`config.mk`:
```
export PLATFORM = sky130hd
export DESIGN_NAME = dma_download_chunk_scheduler
export DESIGN_NICKNAME = d
export VERILOG_FILES = /design/src/hdl/dcs_pkg.sv /design/src/hdl/dma_download_chunk_scheduler.sv /design/src/hdl/dcs_mod_unit.sv
export SDC_FILE = /design/constraint.sdc
export NUM_CORES = 1
export LEC_CHECK = 0
export BUFFER_PORTS_ARGS = -buffer_cell sky130_fd_sc_hd__buf_2
export CAP_MARGIN = 20
export CORE_MARGIN = 3
export CORE_UTILIZATION = 45
export CTS_CLUSTER_DIAMETER = 200
export DETAILED_ROUTE_END_ITERATION = 7
export GPL_TIMING_DRIVEN = 0
export PLACE_DENSITY = 0.63
export SYNTH_ARGS = -nofsm -noshare
export SYNTH_HDL_FRONTEND = slang
export SYNTH_SLANG_ARGS = --single-unit
```
`constraint.sdc`:
```
create_clock -name clk -period 6.9 [get_ports clk]
set_input_delay 0.345 -clock clk [delete_from_list [all_inputs] [get_ports clk]]
set_output_delay 0.345 -clock clk [all_outputs]
set_load 0.1 [all_outputs]
```
`src/hdl/dcs_pkg.sv`:
```
package dcs_pkg;

    // Field widths.
    localparam int unsigned ADDR_W = 32;
    localparam int unsigned LEN_W  = 20;

    // Packet added on the first completion, and the chunk size limit.
    localparam int unsigned PACKET_BYTES = 64;
    localparam int unsigned MAX_CHUNK    = 524288;

    // The chunk limit also saturates at what a length field can hold.
    localparam int unsigned LEN_MAX       = (1 << LEN_W) - 1;
    localparam int unsigned CHUNK_LIMIT_I = (MAX_CHUNK > LEN_MAX) ? LEN_MAX : MAX_CHUNK;
    localparam logic [LEN_W-1:0]  CHUNK_LIMIT = LEN_W'(CHUNK_LIMIT_I);
    localparam logic [ADDR_W-1:0] PACKET_ADD  = ADDR_W'(PACKET_BYTES);

    // Configuration register indexes.
    localparam int unsigned CFG_IDX_W = 2;
    localparam logic [CFG_IDX_W-1:0] REG_BUFFER_BASE = 2'd0;
    localparam logic [CFG_IDX_W-1:0] REG_BUFFER_SIZE = 2'd1;
    localparam logic [CFG_IDX_W-1:0] REG_FILE_SIZE   = 2'd2;

    localparam logic [ADDR_W-1:0] BUFFER_SIZE_RST = 32'd1048576;

    // Operation codes.
    localparam logic OP_START    = 1'b0;
    localparam logic OP_COMPLETE = 1'b1;

    // Stream widths.
    localparam int unsigned IN_DATA_W  = 88;
    localparam int unsigned OUT_DATA_W = 88;
    localparam int unsigned OUT_USER_W = 3;

    // One result item.
    typedef struct packed {
        logic              dma_start;
        logic [ADDR_W-1:0] dma_address;
        logic [LEN_W-1:0]  dma_length;
        logic              finished;
        logic              space_pending;
        logic [ADDR_W-1:0] received_total;
    } result_t;

    // Request to the shared remainder unit.
    typedef struct packed {
        logic              start;
        logic [ADDR_W-1:0] dividend;
        logic [ADDR_W-1:0] divisor;
    } mod_req_t;

    // Answer from the shared remainder unit.
    typedef struct packed {
        logic              done;
        logic [ADDR_W-1:0] remainder;
    } mod_rsp_t;

endpackage

```
`src/hdl/dma_download_chunk_scheduler.sv`:
```
// Channel   Direction  Contents
// s_*       in         tuser: operation; tdata: start_pointer, first_chunk, read_pointer
// m_*       out        tuser: dma_start, finished, space_pending;
//                      tdata: dma_address, dma_length, received_total
// cfg_*     in         write enable, register index, 32-bit write data
//
// A start item goes from the idle state straight to the done state. A completion item needs
// one remainder operation by buffer_size (two when the file is not yet complete) on the shared
// bit-serial remainder unit, which passes the value through when buffer_size is zero.
// s_tready is high only while the sequencer is idle; one item is in work at a time.
// A finished result waits in the output register, and the next item is accepted meanwhile.
// Reset clears all control state and loads the configuration reset values.
module dma_download_chunk_scheduler (
    input  logic                                clk,
    input  logic                                rst_n,
    // Input items.
    input  logic                                s_tvalid,
    output logic                                s_tready,
    // [0] operation
    input  logic                                s_tuser,
    // [31:0] start_pointer, [51:32] first_chunk, [83:52] read_pointer, [87:84] zero
    input  logic [dcs_pkg::IN_DATA_W-1:0]       s_tdata,
    // Result items.
    output logic                                m_tvalid,
    input  logic                                m_tready,
    // [0] dma_start, [1] finished, [2] space_pending
    output logic [dcs_pkg::OUT_USER_W-1:0]      m_tuser,
    // [31:0] dma_address, [51:32] dma_length, [83:52] received_total, [87:84] zero
    output logic [dcs_pkg::OUT_DATA_W-1:0]      m_tdata,
    // Configuration writes.
    input  logic                                cfg_we,
    input  logic [dcs_pkg::CFG_IDX_W-1:0]       cfg_index,
    input  logic [dcs_pkg::ADDR_W-1:0]          cfg_data
);
    import dcs_pkg::*;

    localparam logic [2:0] ST_IDLE  = 3'd0;
    localparam logic [2:0] ST_ADV   = 3'd1;
    localparam logic [2:0] ST_CHK   = 3'd2;
    localparam logic [2:0] ST_EMPTY = 3'd3;
    localparam logic [2:0] ST_DONE  = 3'd4;

    logic [2:0]        state_reg, state_next;
    logic [ADDR_W-1:0] base_reg, size_reg, file_reg;
    logic [ADDR_W-1:0] total_reg, total_next;
    logic [ADDR_W-1:0] wp_reg, wp_next;
    logic [LEN_W-1:0]  chunk_reg, chunk_next;
    logic              pend_reg, pend_next;
    logic [ADDR_W-1:0] rd_reg, rd_next;
    result_t           res_reg, res_next;
    result_t           out_reg, out_next;
    logic              m_valid_reg, m_valid_next;

    logic              in_op;
    logic [ADDR_W-1:0] in_start_ptr;
    logic [LEN_W-1:0]  in_first;
    logic [ADDR_W-1:0] in_rd;
    logic [LEN_W-1:0]  first_sat;
    logic [ADDR_W:0]   sum_wide;
    logic [ADDR_W-1:0] total_sat;
    logic [ADDR_W:0]   reach_wide;
    logic [ADDR_W-1:0] remain;

    mod_req_t mod_req;
    mod_rsp_t mod_rsp;

    dcs_mod_unit u_mod (
        .clk   (clk),
        .rst_n (rst_n),
        .req   (mod_req),
        .rsp   (mod_rsp)
    );

    // Unpack the input item.
    assign in_op        = s_tuser;
    assign in_start_ptr = s_tdata[31:0];
    assign in_first     = s_tdata[51:32];
    assign in_rd        = s_tdata[83:52];

    assign first_sat = (in_first > CHUNK_LIMIT) ? CHUNK_LIMIT : in_first;

    // New total with the first-packet bonus, saturating at all ones.
    assign sum_wide  = {1'b0, total_reg} + {{(ADDR_W-LEN_W+1){1'b0}}, chunk_reg}
                     + ((total_reg == '0) ? {1'b0, PACKET_ADD} : '0);
    assign total_sat = sum_wide[ADDR_W] ? '1 : sum_wide[ADDR_W-1:0];

    // Bytes still to come decide the next chunk size.
    assign reach_wide = {1'b0, total_reg} + {{(ADDR_W-LEN_W+1){1'b0}}, CHUNK_LIMIT};
    assign remain     = file_reg - total_reg;

    assign s_tready = (state_reg == ST_IDLE);

    // Sequencer over the shared remainder unit.
    always_comb
    begin
        state_next       = state_reg;
        total_next       = total_reg;
        wp_next          = wp_reg;
        chunk_next       = chunk_reg;
        pend_next        = pend_reg;
        rd_next          = rd_reg;
        res_next         = res_reg;
        out_next         = out_reg;
        m_valid_next     = m_valid_reg & ~m_tready;
        mod_req.start    = 1'b0;
        mod_req.dividend = wp_reg + {{(ADDR_W-LEN_W){1'b0}}, chunk_reg} - base_reg;
        mod_req.divisor  = size_reg;
        unique case (state_reg)
            ST_IDLE:
            begin
                if (s_tvalid)
                begin
                    rd_next = in_rd;
                    if (in_op == OP_START)
                    begin
                        wp_next    = in_start_ptr;
                        chunk_next = first_sat;
                        total_next = '0;
                        pend_next  = 1'b0;
                        res_next   = '{dma_start: 1'b1, dma_address: in_start_ptr,
                                       dma_length: first_sat, finished: 1'b0,
                                       space_pending: 1'b0, received_total: '0};
                        state_next = ST_DONE;
                    end
                    else
                    begin
                        // Advance the write pointer around the ring.
                        total_next    = total_sat;
                        mod_req.start = 1'b1;
                        state_next    = ST_ADV;
                    end
                end
            end
            ST_ADV:
            begin
                if (mod_rsp.done)
                begin
                    wp_next    = mod_rsp.remainder + base_reg;
                    state_next = ST_CHK;
                end
            end
            ST_CHK:
            begin
                if (total_reg >= file_reg)
                begin
                    total_next = file_reg;
                    pend_next  = 1'b0;
                    res_next   = '{dma_start: 1'b0, dma_address: '0, dma_length: '0,
                                   finished: 1'b1, space_pending: 1'b0,
                                   received_total: file_reg};
                    state_next = ST_DONE;
                end
                else
                begin
                    chunk_next = (reach_wide < {1'b0, file_reg}) ? CHUNK_LIMIT
                                                                 : remain[LEN_W-1:0];
                    // Free space in the ring.
                    mod_req.start    = 1'b1;
                    mod_req.dividend = rd_reg - wp_reg - 32'd1 + size_reg;
                    state_next       = ST_EMPTY;
                end
            end
            ST_EMPTY:
            begin
                if (mod_rsp.done)
                begin
                    if (mod_rsp.remainder >= {{(ADDR_W-LEN_W){1'b0}}, chunk_reg})
                    begin
                        pend_next = 1'b0;
                        res_next  = '{dma_start: 1'b1, dma_address: wp_reg,
                                      dma_length: chunk_reg, finished: 1'b0,
                                      space_pending: 1'b0, received_total: total_reg};
                    end
                    else
                    begin
                        pend_next = 1'b1;
                        res_next  = '{dma_start: 1'b0, dma_address: '0, dma_length: '0,
                                      finished: 1'b0, space_pending: 1'b1,
                                      received_total: total_reg};
                    end
                    state_next = ST_DONE;
                end
            end
            ST_DONE:
            begin
                // Hand the result to the output register once it is free.
                if (!m_valid_reg || m_tready)
                begin
                    out_next     = res_reg;
                    m_valid_next = 1'b1;
                    state_next   = ST_IDLE;
                end
            end
            default:
            begin
                state_next = ST_IDLE;
            end
        endcase
    end

    // Control state and configuration registers.
    always_ff @(posedge clk or negedge rst_n)
    begin
        if (!rst_n)
        begin
            state_reg   <= ST_IDLE;
            m_valid_reg <= 1'b0;
            total_reg   <= '0;
            wp_reg      <= '0;
            chunk_reg   <= '0;
            pend_reg    <= 1'b0;
            base_reg    <= '0;
            size_reg    <= BUFFER_SIZE_RST;
            file_reg    <= '0;
        end
        else
        begin
            state_reg   <= state_next;
            m_valid_reg <= m_valid_next;
            total_reg   <= total_next;
            wp_reg      <= wp_next;
            chunk_reg   <= chunk_next;
            pend_reg    <= pend_next;
            if (cfg_we)
            begin
                unique case (cfg_index)
                    REG_BUFFER_BASE: base_reg <= cfg_data;
                    REG_BUFFER_SIZE: size_reg <= cfg_data;
                    REG_FILE_SIZE:   file_reg <= cfg_data;
                    default:         ;
                endcase
            end
        end
    end

    // Payload registers.
    always_ff @(posedge clk)
    begin
        rd_reg  <= rd_next;
        res_reg <= res_next;
        out_reg <= out_next;
    end

    // Pack the result item.
    assign m_tvalid = m_valid_reg;
    assign m_tuser  = {out_reg.space_pending, out_reg.finished, out_reg.dma_start};
    assign m_tdata  = {4'b0, out_reg.received_total, out_reg.dma_length,
                       out_reg.dma_address};

endmodule

```
`src/hdl/dcs_mod_unit.sv`:
```
module dcs_mod_unit (
    input  logic              clk,
    input  logic              rst_n,
    input  dcs_pkg::mod_req_t req,
    output dcs_pkg::mod_rsp_t rsp
);
    import dcs_pkg::*;

    logic              busy_reg, busy_next;
    logic              done_reg, done_next;
    logic [5:0]        cnt_reg, cnt_next;
    logic [ADDR_W-1:0] rem_reg, rem_next;
    logic [ADDR_W-1:0] dvd_reg, dvd_next;
    logic [ADDR_W-1:0] div_reg, div_next;
    logic [ADDR_W:0]   trial;
    logic [ADDR_W:0]   diff;

    // One restoring step: shift in the next dividend bit, subtract if it fits.
    assign trial = {rem_reg, dvd_reg[ADDR_W-1]};
    assign diff  = trial - {1'b0, div_reg};

    always_comb
    begin
        busy_next = busy_reg;
        done_next = 1'b0;
        cnt_next  = cnt_reg;
        rem_next  = rem_reg;
        dvd_next  = dvd_reg;
        div_next  = div_reg;
        if (req.start)
        begin
            div_next = req.divisor;
            dvd_next = req.dividend;
            if (req.divisor == '0)
            begin
                // A zero size means plain 32-bit wrap: the value passes through.
                rem_next  = req.dividend;
                done_next = 1'b1;
            end
            else
            begin
                rem_next  = '0;
                cnt_next  = 6'(ADDR_W);
                busy_next = 1'b1;
            end
        end
        else if (busy_reg)
        begin
            rem_next = diff[ADDR_W] ? trial[ADDR_W-1:0] : diff[ADDR_W-1:0];
            dvd_next = {dvd_reg[ADDR_W-2:0], 1'b0};
            cnt_next = cnt_reg - 6'd1;
            if (cnt_reg == 6'd1)
            begin
                busy_next = 1'b0;
                done_next = 1'b1;
            end
        end
    end

    always_ff @(posedge clk or negedge rst_n)
    begin
        if (!rst_n)
        begin
            busy_reg <= 1'b0;
            done_reg <= 1'b0;
            cnt_reg  <= '0;
        end
        else
        begin
            busy_reg <= busy_next;
            done_reg <= done_next;
            cnt_reg  <= cnt_next;
        end
    end

    always_ff @(posedge clk)
    begin
        rem_reg <= rem_next;
        dvd_reg <= dvd_next;
        div_reg <= div_next;
    end

    assign rsp.done      = done_reg;
    assign rsp.remainder = rem_reg;

endmodule
```
* Word-level counts from Yosys, hierarchy flattened
Cells that the tools add are included.
** Word-level totals
- Word-level logic and storage cells :: 134
- Flip-flop bits (word level) :: 494
- Input bits :: 128
- Output and inout bits :: 93
** Cells by class
- Equal/unequal tests :: 15
- Reductions and logical operators :: 21
- Muxes and demuxes :: 53
- Bitwise operators :: 2
- $lt $le $gt $ge :: 4
- Add/subtract/negate cells :: 12
** Operator list (count)
- $mux W32 :: 14
- $mux W87 :: 5
- $pmux W87 S3 :: 1
- $pmux W32 S2 :: 2
- $mux W20 :: 5
- $add A32 B32 Y32 :: 2
- $logic_not A32 Y1 :: 2
- $sub A32 B32 Y32 :: 2
- $pmux W20 S2 :: 1
- $add A32 B20 Y33 :: 1
- $add A32 B20 Y33 const B :: 1
- $add A33 B7 Y33 :: 1
- $lt A33 B32 Y1 :: 1
- $mux W33 :: 1
- $sub A33 B32 Y33 :: 1
- $add A32 B20 Y32 :: 1
- $ge A32 B20 Y1 :: 1
- $ge A32 B32 Y1 :: 1
- $sub A32 B1 Y32 const B :: 1
- $gt A20 B20 Y1 const B :: 1
- $sub A20 B20 Y20 :: 1
- $mux W3 :: 6
- $mux W6 :: 3
- $pmux W3 S5 :: 1
- other kinds (24) :: 51

* Longest topological paths before layout
- Depth after elaboration :: 7
- Mapped depth :: 17
- Mapped depth without buffers :: 16

* Hierarchy
Synthesis repeated with hierarchy kept, for this count alone.
** Unflattened totals
- Cell total of the unflattened synthesis :: 3106
- Area total of the unflattened synthesis :: 32074.5 sq um
** By module, submodules not included
- dma_download_chunk_scheduler :: instances 1, seq. area each 10791.6 sq um, cells each 2523, area each 25812.3 sq um
- dcs_mod_unit :: instances 1, seq. area each 3083.0 sq um, cells each 583, area each 6262.3 sq um

* Worst setup path before layout
Ideal clock, no wire load.
- Path type :: reg2reg
- Start point :: reg total_reg[17]
- End point :: reg res_reg[0] (netlist name), enable pin
- Path buffers :: 0
- Library setup time :: 533 ps
- Cell stages (with the launch flop) :: 12
- Data required time :: 6367 ps
- Arrival :: 5515 ps
- Period minus slack after synthesis :: 6049 ps
- Setup slack :: 851 ps
- Cell sequence :: dfrtp_1 ha_1 and3_2 and2_4 nand4_1 a41o_1 o311a_1 nor2b_1 nor2_1 nor2_1 a31oi_1 nor2_1
** Between the ends
- Cells in the longest elaborated chain, start to end :: 3
** Ends and longest elaborated chain
- start: declaration :: line dma_download_chunk_scheduler.sv:45 : logic [ADDR_W-1:0] total_reg, total_next;
- start signal: assignment :: line dma_download_chunk_scheduler.sv:220 : total_reg <= total_next;
- $ge A32 B32 Y1 :: line dma_download_chunk_scheduler.sv:144 : if (total_reg >= file_reg)
- $ne A2 B2 Y1 (no line)
- $reduce_and A5 Y1 (no line)
- end signal: assignment :: line dma_download_chunk_scheduler.sv:240 : res_reg <= res_next;
- end: declaration :: line dma_download_chunk_scheduler.sv:50 : result_t res_reg, res_next;
Every way passes these cells.
A chain may end at the register's enable or synchronous reset.

* Worst setup path in the final report
- Start point :: reg total_reg[30]
- End point :: reg total_reg[31]
** Between the ends
- Cells in the longest elaborated chain, start to end :: 7
- Elaborated cells on any way between the ends :: 11
- Those cells by class :: add/sub (2); order compare (1); eq/ne (1); mux (5); reduce/logical (2)
** Ends and longest elaborated chain
- parallel branches: the longest is 7 deep, another holds $add A32 B20 Y33
Parallel ways; which one is timed is not known. The select of a mux whose other input is x is not followed.

==> summary by stage <==
Placement
Port buffering added 212 buffers. Routability-driven placement finished with a final weighted congestion of 0.937. The final HPWL from detailed placement is about 81000 um.

Layout
The register with the most flip-flops in the layout has 87 of them. In the final layout, flip-flops and latches occupy 13900 um2. The multi-input combinational cells in the finished layout cover a total of 16200 um2.

Of the cells placed in the final design, the portion with a size suffix greater than 1 is 0.132. The total of fill cells in the finished design is roughly 6400. The area growth from synthesis to layout is 15.3%. The final layout contains 3904 nets.

Clock network
TritonCTS built the clock tree. The clock sink count is slightly below 500. Clock latency on the worst-skew pair, taken at its later pin, is 0.65 ns.

After clock tree synthesis, the setup repair step added 0 buffers. The number of clock buffers added by TritonCTS is 57. The clock passes through at most 3 buffers. The hold buffer count at CTS is 51. The CTS clock-pin slew for the worst setup and hold paths is 0.06 ns. The cell sitting at the root of the clock tree is a clkbuf_16. In this run the number of H-tree levels came out at 2.

The count of instances resized after the clock tree is built is 0.

Logic synthesis
After synthesis, the netlist uses 94 different library cells. In the post-synthesis netlist, the biggest area contributors are edfxtp_1 (28%), dfrtp_1 (15%), ha_1 (10%). The register bit count reported by yosys is 494. The gate count of the mapped netlist is 3124. Of all cell types, the one taking the most synthesized area is edfxtp_1.

The fraction of synthesis flops using an asynchronous set or reset pin is 0.389. The synthesized area per cell is 10.2 um2. The number of synthesized flops with an enable pin is 302. The share of synthesized area in the top cell type comes to 0.285. The primary flip-flop cell chosen by synthesis mapping is edfxtp_1. The count of yosys warnings during synthesis is 0. The mapped netlist covers ~32000 um2. The register area share after synthesis is 0.435.

Die
The effective utilization at floorplan is 0.459. The die is about 270 um tall. After floorplanning, the core was sized to cover 69400 um2. Pin placement for this block handled 221 I/O pins. The area of the die is 74100 um2.

The number of core rows is 96. The die width is around 270 um.

STA
Based on the critical path, the design can be clocked at up to 0.179 GHz. Setup repair after global routing left no endpoint under its margin. The final hold violation count was 0. The actual transition at the worst max-transition pin is 1.05 ns. The final clock period utilization by the worst path is 0.811. The number of slew-limit violations in the final report is 0. Setup violations remaining at the end of the flow were counted as 0. On the final layout, the worst hold slack is just over 0.03 ns. Headroom to the max-slew limit came out at 0.299. On the final layout, the worst clock skew is 0.0270 ns. The final critical-path required period is 5.59 ns.

Drt
The aggregate routed wire length is 101000 um. The via density per instance is 5.74. The wire length per cell after detailed routing is 22.9 um. Across all layers, the routed design uses 25500 vias. After the first detailed-routing iteration, the DRC count stood at 2179.

For this run, the detailed router's first-pass iteration total came to 5. The final antenna-violating net count is 0. The DRC violation count after routing is 0.

Worst hold path
The path class of the lowest-slack min-delay path is input pin to flop.

Critical path
For the worst setup path, the data required time is 7.38 ns. The critical path is of the flop to flop type. The cell that appears most often on the critical path is a2111oi_0. STA puts the critical path data arrival time at 6.07 ns. For this run, the slowest stage of the critical path takes 0.93 ns. In this run the worst path has a maximum fanout of 10.

The worst setup path is launched from a flop. The endpoint kind of the worst setup timing path is a flop. The critical path goes through clkbuf_1 > nor4_1 > nand4_1 > or2_2 > fa_1 > inv_1 > ha_1 > a2111oi_0 > o21ai_1 > a2111oi_0 > o31ai_1 > a21oi_1 > nor3b_2 > nor2_1 > a41o_1 > a31oi_1. The slowest stage of the critical path is the a2111oi_0 cell.

GRT
The number of global-route vias before repair came to roughly 25000. The first global-routing pass estimated 151000 um of wire. The total routing usage reported by global routing is 0.270. The number of antenna violations at the first check in global routing is 8.

The maximum number of pins on one net before global-route repair is 115. The total congestion overflow after global routing is 0.

Run status
The flow ran to the end, and the final reports show no timing, DRC or antenna violations.

Flow run
The number of violations of the max-capacitance limit is 0.
==> kinds of logic (layout without fill, tap and decap cells) <==
logic type,after synthesis,in the layout,share of synthesized area
compound gates,851,851,0.174
fa+ha+maj,319,319,0.139
flops,494,494,0.435
buf+inv,476,854,0.0589
mux,150,150,0.0504
xor+xnor,156,156,0.0429
simple gates,677,677,0.0995
other cells,1,7,0.000118
==> metrics by stage <==
stage	utilization	instances	TNS (ns)	worst slack (ns)	instance area, um2
final	0.529	4439	0	1.31	36800
after floorplan	-	3127	0	0.851	31900
after CTS	0.529	4436	0	1.28	36700
after global routing	0.529	4439	0	0.793	36800
after global placement	0.491	4270	-140.22	-1.62	34100
after detailed placement	0.494	4278	0	1.33	34300
==> Yosys cell counts, types with 7 or more instances <==
cell type and number:
or3_1 13, mux2i_1 65, inv_1 359, nor2_1 208, dfrtp_1 191, mux2_2 85
a21oi_1 268, a31oi_1 43, nor4_1 29, buf_1 9, a22oi_1 10, o21ai_0 136
o211ai_1 26, buf_4 7, and3_1 20, xor2_1 62, a21o_1 72, nand2b_1 29
nand4_1 23, ha_1 262, a211oi_1 44, o31ai_1 10, buf_2 9, edfxtp_1 302
xnor2_1 94, fa_1 57, nand2_1 192, a22o_1 52, o21a_1 21, nor3_1 37
a221oi_1 22, nor2b_1 18, a2111oi_0 8, a211o_1 7, and2_1 15, nand3b_1 8
nand3_1 58, o21ai_1 8, o22ai_1 31, o21bai_1 23, clkbuf_1 85
==> cell type report <==
type | count | area share
inverters | 359 | 0.0367
multi-input cells | 2157 | 0.440
diodes | 3 | 0.000204
repair buffers | 271 | 0.0472
well taps | 931 | 0.0317
plain buffers | 117 | 0.0144
clock inverters | 34 | 0.0107
flip-flops and latches | 494 | 0.377
clock buffers | 73 | 0.0418
==> metal layers <==
layer / share of wire / up-vias / GRT usage
met5: 0 / - / 0
met4: 0.054 / 0 / 0.132
met1: 0.43 / 12300 / 0.367
li1: - / 12000 / -
met3: 0.062 / 215 / 0.0248
met2: 0.45 / 998 / 0.435
==> cells in the final DEF (no fill, tap or decap), types with 12 or more instances in the layout <==
master         instances
mux2i_1               65
or3_1                 12
inv_1                359
nor2_1               207
o21a_1                21
a22o_1                52
o21ai_0              136
a221oi_1              22
nor3_1                37
clkbuf_1              97
clkbuf_16             58
edfxtp_1             302
nand2b_1              29
xor2_1                62
o21bai_1              23
fa_1                  57
clkinv_2              15
a211oi_1              44
buf_2                221
ha_1                 262
nand3_1               58
o22ai_1               31
a21o_1                72
dfrtp_1              191
nand2_1              192
and3_1                19
o211ai_1              26
a31oi_1               43
nor2b_1               18
dlygate4sd3_1         51
nand4_1               23
and2_1                14
xnor2_1               94
nor4_1                29
a21oi_1              268
mux2_2                85
==> critical path, delay by kind of cell, from the launching register on <==
family          cells  cell delay [ns]
compound gates      7             2.57
simple gates        5             1.45
fa+ha+maj           2             0.73
flops               1             0.39
buf+inv             2             0.30
==> final timing paths <==
kind / startpoint / to / slack [ns] / depth (start not counted)
worst max register to register: total_reg[30] / total_reg[31] / 1.31 / 16
worst min register to register: res_reg[13] / m_tdata[65] / 0.42 / 0
worst max-delay path: total_reg[30] / total_reg[31] / 1.31 / 16
worst min-delay path: s_tdata[6] / wp_reg[6] / 0.03 / 3
max in group asynchronous: rst_n / chunk_reg[4] / 5.53 / 3
min in group asynchronous: rst_n / u_mod.cnt_reg[2] / 0.31 / 2
Power is not shown: default switching activity piles up to over one toggle a cycle in this logic, so the estimate is an artifact.
